===== config.mk =====
export PLATFORM = sky130hd
export DESIGN_NAME = envelope_transient_shaper_unit
export DESIGN_NICKNAME = d
export VERILOG_FILES = /design/src/rtl/core/etsu_pkg.sv /design/src/rtl/core/etsu_front.sv /design/src/rtl/core/etsu_queue.sv /design/src/rtl/core/etsu_back.sv /design/src/rtl/core/envelope_transient_shaper_unit.sv
export VERILOG_INCLUDE_DIRS = /design/src /design/src/rtl/core
export SDC_FILE = /design/constraint.sdc
export NUM_CORES = 2
export LEC_CHECK = 0
export BUFFER_PORTS_ARGS = -buffer_cell sky130_fd_sc_hd__buf_4
export CORE_ASPECT_RATIO = 0.8
export CORE_UTILIZATION = 45
export CTS_CLUSTER_DIAMETER = 200
export CTS_CLUSTER_SIZE = 14
export DETAILED_ROUTE_END_ITERATION = 8
export GPL_TIMING_DRIVEN = 1
export PLACE_DENSITY_LB_ADDON = 0.1
export SYNTH_ARGS = -nofsm -noshare
export SYNTH_HDL_FRONTEND = slang
export SYNTH_SLANG_ARGS = --single-unit

===== constraint.sdc =====
create_clock -name aclk -period 26.4 [get_ports aclk]
set_input_delay 5.28 -clock aclk [delete_from_list [all_inputs] [get_ports aclk]]
set_output_delay 5.28 -clock aclk [all_outputs]
set_load 0.02 [all_outputs]

===== src/rtl/core/envelope_transient_shaper_unit_macros.svh =====
// ----------------------------------------------------------------------------
// Envelope transient shaper: assertion macros
// Shared concurrent assertion forms, clocked on aclk, off during reset.
// ----------------------------------------------------------------------------
`ifndef ENVELOPE_TRANSIENT_SHAPER_UNIT_MACROS_SVH
`define ENVELOPE_TRANSIENT_SHAPER_UNIT_MACROS_SVH

// same-cycle implication
`define ETSU_ASSERT_NOW(name, ante, cons, msg) \
    name: assert property (@(posedge aclk) disable iff (!aresetn) (ante) |-> (cons)) \
        else $error(msg);

// next-cycle implication
`define ETSU_ASSERT_NEXT(name, ante, cons, msg) \
    name: assert property (@(posedge aclk) disable iff (!aresetn) (ante) |=> (cons)) \
        else $error(msg);

`endif


===== src/rtl/core/etsu_pkg.sv =====
// ----------------------------------------------------------------------------
// Envelope transient shaper package
// Register map, configuration struct, back-end states and fixed constants.
// ----------------------------------------------------------------------------
package etsu_pkg;

    localparam int CFG_DATA_W  = 23;
    localparam int CFG_INDEX_W = 2;
    localparam int ENV_W       = 32;
    localparam int GAIN_W      = 16;

    typedef enum logic [CFG_INDEX_W-1:0] {
        REG_RISE_THRESHOLD = 2'd0,
        REG_ATTACK_GAIN    = 2'd1,
        REG_SUSTAIN_GAIN   = 2'd2,
        REG_TWO_CHANNELS   = 2'd3
    } reg_index_t;

    typedef struct packed {
        logic [22:0]       rise_threshold;
        logic [GAIN_W-1:0] attack_gain;
        logic [GAIN_W-1:0] sustain_gain;
        logic              two_channels;
    } cfg_t;

    localparam logic [22:0]       RISE_THRESHOLD_RST = 23'd8389;
    localparam logic [GAIN_W-1:0] ATTACK_GAIN_RST    = 16'd4096;
    localparam logic [GAIN_W-1:0] SUSTAIN_GAIN_RST   = 16'd4096;
    localparam logic              TWO_CHANNELS_RST   = 1'b1;

    // follower coefficients, Q0.16 (0.9 and 0.1)
    localparam logic [15:0] COEF_PREV  = 16'd58982;
    localparam logic [15:0] COEF_NEW   = 16'd6554;
    localparam int          ROUND_ENV  = 32768;
    localparam int          ROUND_GAIN = 2048;

    typedef enum logic [2:0] {
        B_IDLE,
        B_MUL,
        B_ENV,
        B_GAIN,
        B_OUT
    } back_state_t;

endpackage


===== src/rtl/core/etsu_front.sv =====
// ----------------------------------------------------------------------------
// Envelope transient shaper: front end
// Accepts frames, measures their level and hands them to the queue.
// ----------------------------------------------------------------------------
module etsu_front
    import etsu_pkg::*;
#(
    parameter int SAMPLE_BITS = 24,
    localparam int LEVEL_W = SAMPLE_BITS + 8,
    localparam int ITEM_W  = 3 * SAMPLE_BITS + 9
) (
    input  logic                   aclk,
    input  logic                   aresetn,
    input  cfg_t                   cfg,
    input  logic                   in_valid,
    output logic                   in_ready,
    input  logic [SAMPLE_BITS-1:0] in_left,
    input  logic [SAMPLE_BITS-1:0] in_right,
    input  logic                   in_start,
    output logic                   push_valid,
    input  logic                   push_ready,
    output logic [ITEM_W-1:0]      push_data
);

    logic                   valid_reg;
    logic [ITEM_W-1:0]      item_reg;
    logic [SAMPLE_BITS-1:0] mag_l;
    logic [SAMPLE_BITS-1:0] mag_r;
    logic [SAMPLE_BITS:0]   mag_sum;
    logic [LEVEL_W-1:0]     level;

    // magnitude of the most negative sample fits unsigned
    assign mag_l   = in_left[SAMPLE_BITS-1]  ? (~in_left + SAMPLE_BITS'(1))  : in_left;
    assign mag_r   = in_right[SAMPLE_BITS-1] ? (~in_right + SAMPLE_BITS'(1)) : in_right;
    assign mag_sum = {1'b0, mag_l} + {1'b0, mag_r};

    always_comb begin
        if (cfg.two_channels) begin
            level = {mag_sum, 7'd0};
        end else begin
            level = {mag_l, 8'd0};
        end
    end

    assign in_ready   = !valid_reg || push_ready;
    assign push_valid = valid_reg;
    assign push_data  = item_reg;

    always_ff @(posedge aclk) begin
        if (!aresetn) begin
            valid_reg <= 1'b0;
        end else if (in_ready) begin
            valid_reg <= in_valid;
        end
    end

    always_ff @(posedge aclk) begin
        if (in_ready && in_valid) begin
            item_reg <= {in_start, level, in_right, in_left};
        end
    end

endmodule


===== src/rtl/core/etsu_queue.sv =====
// ----------------------------------------------------------------------------
// Envelope transient shaper: frame queue
// Two-entry queue between front and back end.
// ----------------------------------------------------------------------------
module etsu_queue
    import etsu_pkg::*;
#(
    parameter int WIDTH = 81
) (
    input  logic             aclk,
    input  logic             aresetn,
    input  logic             wr_valid,
    output logic             wr_ready,
    input  logic [WIDTH-1:0] wr_data,
    output logic             rd_valid,
    input  logic             rd_pop,
    output logic [WIDTH-1:0] rd_data
);

    logic [WIDTH-1:0] mem [2];
    logic             wr_ptr_reg;
    logic             rd_ptr_reg;
    logic [1:0]       count_reg;
    logic             do_wr;
    logic             do_rd;

    assign wr_ready = (count_reg != 2'd2);
    assign rd_valid = (count_reg != 2'd0);
    assign rd_data  = mem[rd_ptr_reg];
    assign do_wr    = wr_valid && wr_ready;
    assign do_rd    = rd_pop && rd_valid;

    always_ff @(posedge aclk) begin
        if (!aresetn) begin
            wr_ptr_reg <= 1'b0;
            rd_ptr_reg <= 1'b0;
            count_reg  <= 2'd0;
        end else begin
            if (do_wr) begin
                wr_ptr_reg <= ~wr_ptr_reg;
            end
            if (do_rd) begin
                rd_ptr_reg <= ~rd_ptr_reg;
            end
            if (do_wr && !do_rd) begin
                count_reg <= count_reg + 2'd1;
            end else if (do_rd && !do_wr) begin
                count_reg <= count_reg - 2'd1;
            end
        end
    end

    always_ff @(posedge aclk) begin
        if (do_wr) begin
            mem[wr_ptr_reg] <= wr_data;
        end
    end

endmodule


===== src/rtl/core/etsu_back.sv =====
// ----------------------------------------------------------------------------
// Envelope transient shaper: back end
// Envelope follower, transient decision, gain and saturation, output register.
// ----------------------------------------------------------------------------
module etsu_back
    import etsu_pkg::*;
#(
    parameter int SAMPLE_BITS = 24,
    localparam int LEVEL_W = SAMPLE_BITS + 8,
    localparam int ITEM_W  = 3 * SAMPLE_BITS + 9
) (
    input  logic                   aclk,
    input  logic                   aresetn,
    input  cfg_t                   cfg,
    input  logic                   q_valid,
    input  logic [ITEM_W-1:0]      q_data,
    output logic                   q_pop,
    output logic                   out_valid,
    input  logic                   out_ready,
    output logic [SAMPLE_BITS-1:0] out_left,
    output logic [SAMPLE_BITS-1:0] out_right,
    output logic                   out_transient
);

    localparam int PP_W   = ENV_W + 16;
    localparam int PN_W   = LEVEL_W + 13;
    localparam int SUM_W  = ((PN_W > PP_W) ? PN_W : PP_W) + 1;
    localparam int MUL_W  = SAMPLE_BITS + 17;
    localparam int RND_W  = SAMPLE_BITS + 18;
    localparam int SH_W   = SAMPLE_BITS + 6;

    back_state_t state_reg, state_next;

    logic signed [SAMPLE_BITS-1:0] left_reg;
    logic signed [SAMPLE_BITS-1:0] right_reg;
    logic                          start_reg;
    logic [LEVEL_W-1:0]            level_reg;
    logic [ENV_W-1:0]              prev_reg;
    logic [PP_W-1:0]               prod_prev_reg;
    logic [PN_W-1:0]               prod_new_reg;
    logic [ENV_W-1:0]              env_reg;
    logic                          transient_reg;
    logic [GAIN_W-1:0]             gain_reg;
    logic signed [MUL_W-1:0]       mul_l_reg;
    logic signed [MUL_W-1:0]       mul_r_reg;
    logic                          out_valid_reg;
    logic [SAMPLE_BITS-1:0]        out_left_reg;
    logic [SAMPLE_BITS-1:0]        out_right_reg;
    logic                          out_transient_reg;

    logic [ENV_W-1:0]       prev_sel;
    logic [SUM_W-1:0]       env_sum;
    logic [SUM_W-17:0]      env_full;
    logic [ENV_W-1:0]       env_new;
    logic signed [ENV_W+1:0] env_rise;
    logic signed [ENV_W+1:0] rise_limit;
    logic                   rise_hit;
    logic                   out_free;
    logic [SAMPLE_BITS-1:0] sat_l;
    logic [SAMPLE_BITS-1:0] sat_r;

    function automatic logic [SAMPLE_BITS-1:0] round_sat(input logic signed [MUL_W-1:0] p);
        logic signed [RND_W-1:0] rnd;
        logic [SH_W-1:0]         sh;
        logic [SAMPLE_BITS-1:0]  res;
        rnd = $signed({p[MUL_W-1], p}) + $signed(RND_W'(ROUND_GAIN));
        sh  = rnd[RND_W-1:12];
        if ((&sh[SH_W-1:SAMPLE_BITS-1]) || !(|sh[SH_W-1:SAMPLE_BITS-1])) begin
            res = sh[SAMPLE_BITS-1:0];
        end else if (sh[SH_W-1]) begin
            res = {1'b1, {(SAMPLE_BITS-1){1'b0}}};
        end else begin
            res = {1'b0, {(SAMPLE_BITS-1){1'b1}}};
        end
        return res;
    endfunction

    assign prev_sel   = start_reg ? '0 : env_reg;
    assign env_sum    = SUM_W'(prod_prev_reg) + SUM_W'(prod_new_reg) + SUM_W'(ROUND_ENV);
    assign env_full   = env_sum[SUM_W-1:16];
    assign env_new    = (|env_full[SUM_W-17:ENV_W]) ? '1 : env_full[ENV_W-1:0];
    assign env_rise   = $signed({2'b00, env_new}) - $signed({2'b00, prev_reg});
    assign rise_limit = $signed({3'b000, cfg.rise_threshold, 8'd0});
    assign rise_hit   = !start_reg && (env_rise > rise_limit);
    assign out_free   = !out_valid_reg || out_ready;
    assign sat_l      = round_sat(mul_l_reg);
    assign sat_r      = round_sat(mul_r_reg);

    assign q_pop         = (state_reg == B_IDLE) && q_valid;
    assign out_valid     = out_valid_reg;
    assign out_left      = out_left_reg;
    assign out_right     = out_right_reg;
    assign out_transient = out_transient_reg;

    always_ff @(posedge aclk) begin
        if (!aresetn) begin
            state_reg <= B_IDLE;
        end else begin
            state_reg <= state_next;
        end
    end

    always_comb begin
        state_next = state_reg;
        unique case (state_reg)
            B_IDLE: begin
                if (q_valid) begin
                    state_next = B_MUL;
                end
            end
            B_MUL:  state_next = B_ENV;
            B_ENV:  state_next = B_GAIN;
            B_GAIN: state_next = B_OUT;
            B_OUT: begin
                if (out_free) begin
                    state_next = B_IDLE;
                end
            end
            default: state_next = B_IDLE;
        endcase
    end

    always_ff @(posedge aclk) begin
        if (!aresetn) begin
            env_reg       <= '0;
            out_valid_reg <= 1'b0;
        end else begin
            if (state_reg == B_ENV) begin
                env_reg <= env_new;
            end
            if (state_reg == B_OUT && out_free) begin
                out_valid_reg <= 1'b1;
            end else if (out_ready) begin
                out_valid_reg <= 1'b0;
            end
        end
    end

    always_ff @(posedge aclk) begin
        if (q_pop) begin
            {start_reg, level_reg, right_reg, left_reg} <= q_data;
        end
        if (state_reg == B_MUL) begin
            prev_reg      <= prev_sel;
            prod_prev_reg <= PP_W'(COEF_PREV) * PP_W'(prev_sel);
            prod_new_reg  <= PN_W'(COEF_NEW) * PN_W'(level_reg);
        end
        if (state_reg == B_ENV) begin
            transient_reg <= rise_hit;
            gain_reg      <= rise_hit ? cfg.attack_gain : cfg.sustain_gain;
        end
        if (state_reg == B_GAIN) begin
            mul_l_reg <= MUL_W'(left_reg) * MUL_W'($signed({1'b0, gain_reg}));
            mul_r_reg <= MUL_W'(right_reg) * MUL_W'($signed({1'b0, gain_reg}));
        end
        if (state_reg == B_OUT && out_free) begin
            out_left_reg      <= start_reg ? left_reg : sat_l;
            out_right_reg     <= start_reg ? right_reg : sat_r;
            out_transient_reg <= transient_reg;
        end
    end

`include "envelope_transient_shaper_unit_macros.svh"

    `ETSU_ASSERT_NEXT(a_start_no_transient, (state_reg == B_ENV) && start_reg, !transient_reg, "block start frame flagged transient")
    `ETSU_ASSERT_NEXT(a_env_only_in_update, state_reg != B_ENV, $stable(env_reg), "envelope changed outside update step")
    `ETSU_ASSERT_NEXT(a_out_stall_holds, (state_reg == B_OUT) && !out_free, (state_reg == B_OUT) && $stable(mul_l_reg), "back end left output step while output busy")
    `ETSU_ASSERT_NOW(a_pop_idle_only, q_pop, (state_reg == B_IDLE) && !(out_valid_reg && !out_ready && state_reg == B_OUT), "queue popped outside idle")

endmodule


===== src/rtl/core/envelope_transient_shaper_unit.sv =====
// ----------------------------------------------------------------------------
// Envelope transient shaper unit
// Stereo transient shaper with one-pole envelope follower and gain stage.
// ----------------------------------------------------------------------------
// One stereo frame per transfer on s_; one shaped frame per transfer on m_.
// The front end registers each frame with its level and queues it (two deep);
// the back end processes one frame at a time (queue pop, follower multiplies,
// envelope update and transient decision, gain multiplies, output load) and
// pops the next frame only after the output load of the last; the output load
// waits while a previous shaped frame is still unaccepted on m_. The
// back end is the rate limit because each envelope depends on the previous
// one. Write configuration only while no frame is in flight: two_channels is
// applied when a frame is accepted, the other registers when it is processed.
// ----------------------------------------------------------------------------
module envelope_transient_shaper_unit
    import etsu_pkg::*;
#(
    parameter int SAMPLE_BITS = 24,
    localparam int TDATA_W = ((2 * SAMPLE_BITS + 7) / 8) * 8
) (
    input  logic                   aclk,
    input  logic                   aresetn,
    input  logic                   cfg_wr_en,
    input  logic [CFG_INDEX_W-1:0] cfg_index,
    input  logic [CFG_DATA_W-1:0]  cfg_wdata,
    input  logic                   s_tvalid,
    output logic                   s_tready,
    input  logic [TDATA_W-1:0]     s_tdata,   // sample_left, sample_right
    input  logic                   s_tuser,   // block_start
    output logic                   m_tvalid,
    input  logic                   m_tready,
    output logic [TDATA_W-1:0]     m_tdata,   // out_left, out_right
    output logic                   m_tuser    // transient
);

    localparam int ITEM_W = 3 * SAMPLE_BITS + 9;

    cfg_t                   cfg_reg;
    logic                   push_valid;
    logic                   push_ready;
    logic [ITEM_W-1:0]      push_data;
    logic                   q_valid;
    logic                   q_pop;
    logic [ITEM_W-1:0]      q_data;
    logic [SAMPLE_BITS-1:0] out_left;
    logic [SAMPLE_BITS-1:0] out_right;

    always_ff @(posedge aclk) begin
        if (!aresetn) begin
            cfg_reg.rise_threshold <= RISE_THRESHOLD_RST;
            cfg_reg.attack_gain    <= ATTACK_GAIN_RST;
            cfg_reg.sustain_gain   <= SUSTAIN_GAIN_RST;
            cfg_reg.two_channels   <= TWO_CHANNELS_RST;
        end else if (cfg_wr_en) begin
            unique case (reg_index_t'(cfg_index))
                REG_RISE_THRESHOLD: cfg_reg.rise_threshold <= cfg_wdata;
                REG_ATTACK_GAIN:    cfg_reg.attack_gain    <= cfg_wdata[GAIN_W-1:0];
                REG_SUSTAIN_GAIN:   cfg_reg.sustain_gain   <= cfg_wdata[GAIN_W-1:0];
                REG_TWO_CHANNELS:   cfg_reg.two_channels   <= cfg_wdata[0];
                default: ;
            endcase
        end
    end

    etsu_front #(
        .SAMPLE_BITS (SAMPLE_BITS)
    ) u_front (
        .aclk       (aclk),
        .aresetn    (aresetn),
        .cfg        (cfg_reg),
        .in_valid   (s_tvalid),
        .in_ready   (s_tready),
        .in_left    (s_tdata[SAMPLE_BITS-1:0]),
        .in_right   (s_tdata[2*SAMPLE_BITS-1:SAMPLE_BITS]),
        .in_start   (s_tuser),
        .push_valid (push_valid),
        .push_ready (push_ready),
        .push_data  (push_data)
    );

    etsu_queue #(
        .WIDTH (ITEM_W)
    ) u_queue (
        .aclk     (aclk),
        .aresetn  (aresetn),
        .wr_valid (push_valid),
        .wr_ready (push_ready),
        .wr_data  (push_data),
        .rd_valid (q_valid),
        .rd_pop   (q_pop),
        .rd_data  (q_data)
    );

    etsu_back #(
        .SAMPLE_BITS (SAMPLE_BITS)
    ) u_back (
        .aclk          (aclk),
        .aresetn       (aresetn),
        .cfg           (cfg_reg),
        .q_valid       (q_valid),
        .q_data        (q_data),
        .q_pop         (q_pop),
        .out_valid     (m_tvalid),
        .out_ready     (m_tready),
        .out_left      (out_left),
        .out_right     (out_right),
        .out_transient (m_tuser)
    );

    assign m_tdata = TDATA_W'({out_right, out_left});

endmodule


==> qor.yml <==
status: "finished, final reports clean"
syn_to_final_growth_pct: 6.810
ant_nets: 0
synth-edff-count: 531
yosysSeqAreaShare_pct: 25.82
drv_cap: 0
r2r-start: "u_back.prod_new_reg[22]"
wl_per_cell_um: 19.47
layout_min_cycle_time_ps: 9006
synth_mux_area_share_pct: 1.602
hold_end: "u_back.out_transient"
start_util_pct: 45.44
reg2reg_to: "u_back.gain_reg[1]"
whs_ps: 426.8
clkSinkCount: 628
cts_root_buf: "clkbuf_16"
route.detailed.drc: 0
whs_path_depth: 0
worst_slew_pin_slew_ps: 1227
crit_family: "simple AND/OR/NAND/NOR gates"
async_flop_share_pct: 0
die_area_um2: 155500
ys_ff_latch: 628
drive_above_1_share_pct: 6.475
synthDistinctLibCells: 93
cts_tree: "yes"
multi_input_area_um2: 45940
worst_ep_required_time_ps: 26780
wirelength_um: 168500
end_kind: "register"
min_from: "u_back.transient_reg"
core_um2: 152500
place_inst: 8586
overflow: 0
r2r_slack_ps: 17500
worstPathArrival_ps: 9380
n_fill_cell: 14160
dpl.hpwl_um: 132700
antenna_found_initial: 4
hold_path.class: "register to register"
synth_top_family_by_area: "adder cells"
drt_pass1_iterations: 6
slowest_delay_ps: 530
seq_area_um2: 17890
synth-simple-area-share_pct: 11.37
worstSkewPairLatency_ps: 690
critPathKind: "input pin to register"
final.setup.tns_ps: 0
finalMaxSlewViolations: 0
hold_violations: 0
setup.worst_path.start_class: "input pin"
cts-resized-gates: 0
fmax_ghz: 0.1110
grt_pass1_vias: 46470
vias_per_cell: 5.179
place_congestion: 0.8985
crit_chain: "buf_4 > inv_1 > ha_1 > nand2_1 > or3_1 > or2_1 > or4_4 > nand2_1 > xnor2_1 > ha_1 > o21ai_0 > nand2b_1 > o31ai_1 > o21ai_0 > a31oi_1 > o31ai_1 > or4_1 > a31oi_1 > xor2_1 > a21oi_1"
cts_hold_buffers: 0
fin_crit_sh_pct: 34.11
syn_area_um2: 69280
synthAdderAreaFrac_pct: 42.26
cp_max_fo: 5
num_io_pins: 130
clockBufferDepth: 3
max_slew_margin_pct: 18.01
synth_nets: 8354
yosys_warnings: 0
fin_cells: 8657
final_nets: 8411
global_route.usage.total_pct: 22.37
fin_ws_ps: 17390
cpMaxStageDelayCell: "or4_4"
cts-buffers-inserted: 50
rows: 128
synthFlopType: "edfxtp_1"
rsz0062_at_grt: "false"
dr.first_iter.drc_count: 2799
largest_reg_flops: 148
preCtsSetupSlack_ps: 16690
grt_pass1_wl_um: 270200
h-tree-depth: 2
cp.buffers_inverters: 2
postSynthCellCount: 6566
post-cts-setup-buffers: 0
io_buffers: 129
vias: 44840
grt_max_degree: 100
synthXorXnorAreaFrac_pct: 3.653
skew_ps: 30.98
die_x_um: 440.7
final-setup-viol-count: 0
syn_area_per_cell_um2: 10.55
ff2ff_path_depth: 34
die_h_um: 353.0
synth_compound_area_share_pct: 7.355
path_clk_slew_ps: 60
crit_path_start: "s_tdata[0]"
cells in the final DEF (no fill, tap or decap), types with 17 or more instances in the layout:
master and instances:
edfxtp_1 531, clkbuf_16 51, and3_1 33, a21boi_0 57, fa_1 1052, xnor2_1 189, a21o_1 98, inv_1 1246
nor3_1 62, o21bai_1 21, nand3_1 60, xor2_1 100, o21ai_0 144, nand4_1 33, mux2_2 83, or2_2 30
clkbuf_1 17, nand2b_1 46, o21a_1 66, a31oi_1 30, nand2_1 706, buf_4 209, a211oi_1 34, o31ai_1 18
a21oi_1 203, and2_1 317, nor2b_1 59, dfxtp_1 95, ha_1 657, nor2_1 191
worst register-to-register path: cells and delay by family (launching register included):
family                   cells  cell delay, ps
AO/OA/AOI/OAI               17            4380
XOR/XNOR                     1              90
adder cells (fa/ha/maj)      4            1260
buffers and inverters        1             190
multiplexers                 1             430
flip-flops                   1             370
AND/OR/NAND/NOR             10            1940
layer usage:
layer	GRT usage (%)	share of wire, %	vias up
li1	-	-	21110
met1	36.05	52	22630
met2	31.21	41	963
met3	4.147	6.3	132
met4	3.744	1.5	2
met5	0	0.0077	-
how the worst max path moves through the flow:
stage | end | slack, ps | depth (start not counted)
floorplan | u_back.prev_reg[0] | 17330 | 1
global placement | u_front.push_data[78] | 16740 | 20
detailed placement | u_front.push_data[78] | 16690 | 20
CTS | u_front.push_data[78] | 17410 | 20
global route | u_back.gain_reg[0] | 16790 | 34
finish | u_front.push_data[78] | 17390 | 20
stage by stage:
stage	util, %	cell area, µm²
floorplan	-	69280
global placement	47.62	72610
detailed placement	47.62	72610
CTS	48.54	74000
global route	48.54	74000
finish	48.54	74000
cell families after synthesis:
kind of cell / count (synthesis)
xor+xnor: 289
flops: 628
buf+inv: 1452
mux: 96
compound gates: 773
simple gates: 1619
fa+ha+maj: 1709
cell type report:
cell class | instances | share of cell area, %
inverter | 1248 | 6.330
sequential | 628 | 24.18
antenna | 1 | 0.003382
multi-input combinational | 4486 | 62.08
clock buffer | 68 | 1.811
timing repair buffer | 209 | 2.120
tap | 2015 | 3.407
clock inverter | 2 | 0.06763
synth_stat cells, types with 33 or more instances:
| library cell | count | area [µm²] |
|---|---|---|
| inv_1 | 1247 | 4681 |
| and2_1 | 318 | 1989 |
| o21a_1 | 66 | 495.5 |
| mux2_2 | 83 | 934.7 |
| and3_1 | 34 | 212.7 |
| nand2b_1 | 46 | 287.8 |
| edfxtp_1 | 531 | 15950 |
| ha_1 | 657 | 8220 |
| clkbuf_1 | 189 | 709.4 |
| nand3_1 | 60 | 300.3 |
| o21ai_0 | 144 | 720.7 |
| a21boi_0 | 57 | 427.9 |
| dfxtp_1 | 97 | 1942 |
| a21o_1 | 98 | 735.7 |
| nor2b_1 | 60 | 375.4 |
| fa_1 | 1052 | 21060 |
| xor2_1 | 100 | 875.8 |
| nand4_1 | 33 | 206.5 |
| nor2_1 | 192 | 720.7 |
| nor3_1 | 62 | 310.3 |
| a211oi_1 | 34 | 255.2 |
| xnor2_1 | 189 | 1655 |
| a21oi_1 | 203 | 1016 |
| nand2_1 | 706 | 2650 |
Power is left out: the tool's default activity adds up to more than one toggle a clock period on the data nets, which glitch-free logic cannot reach.
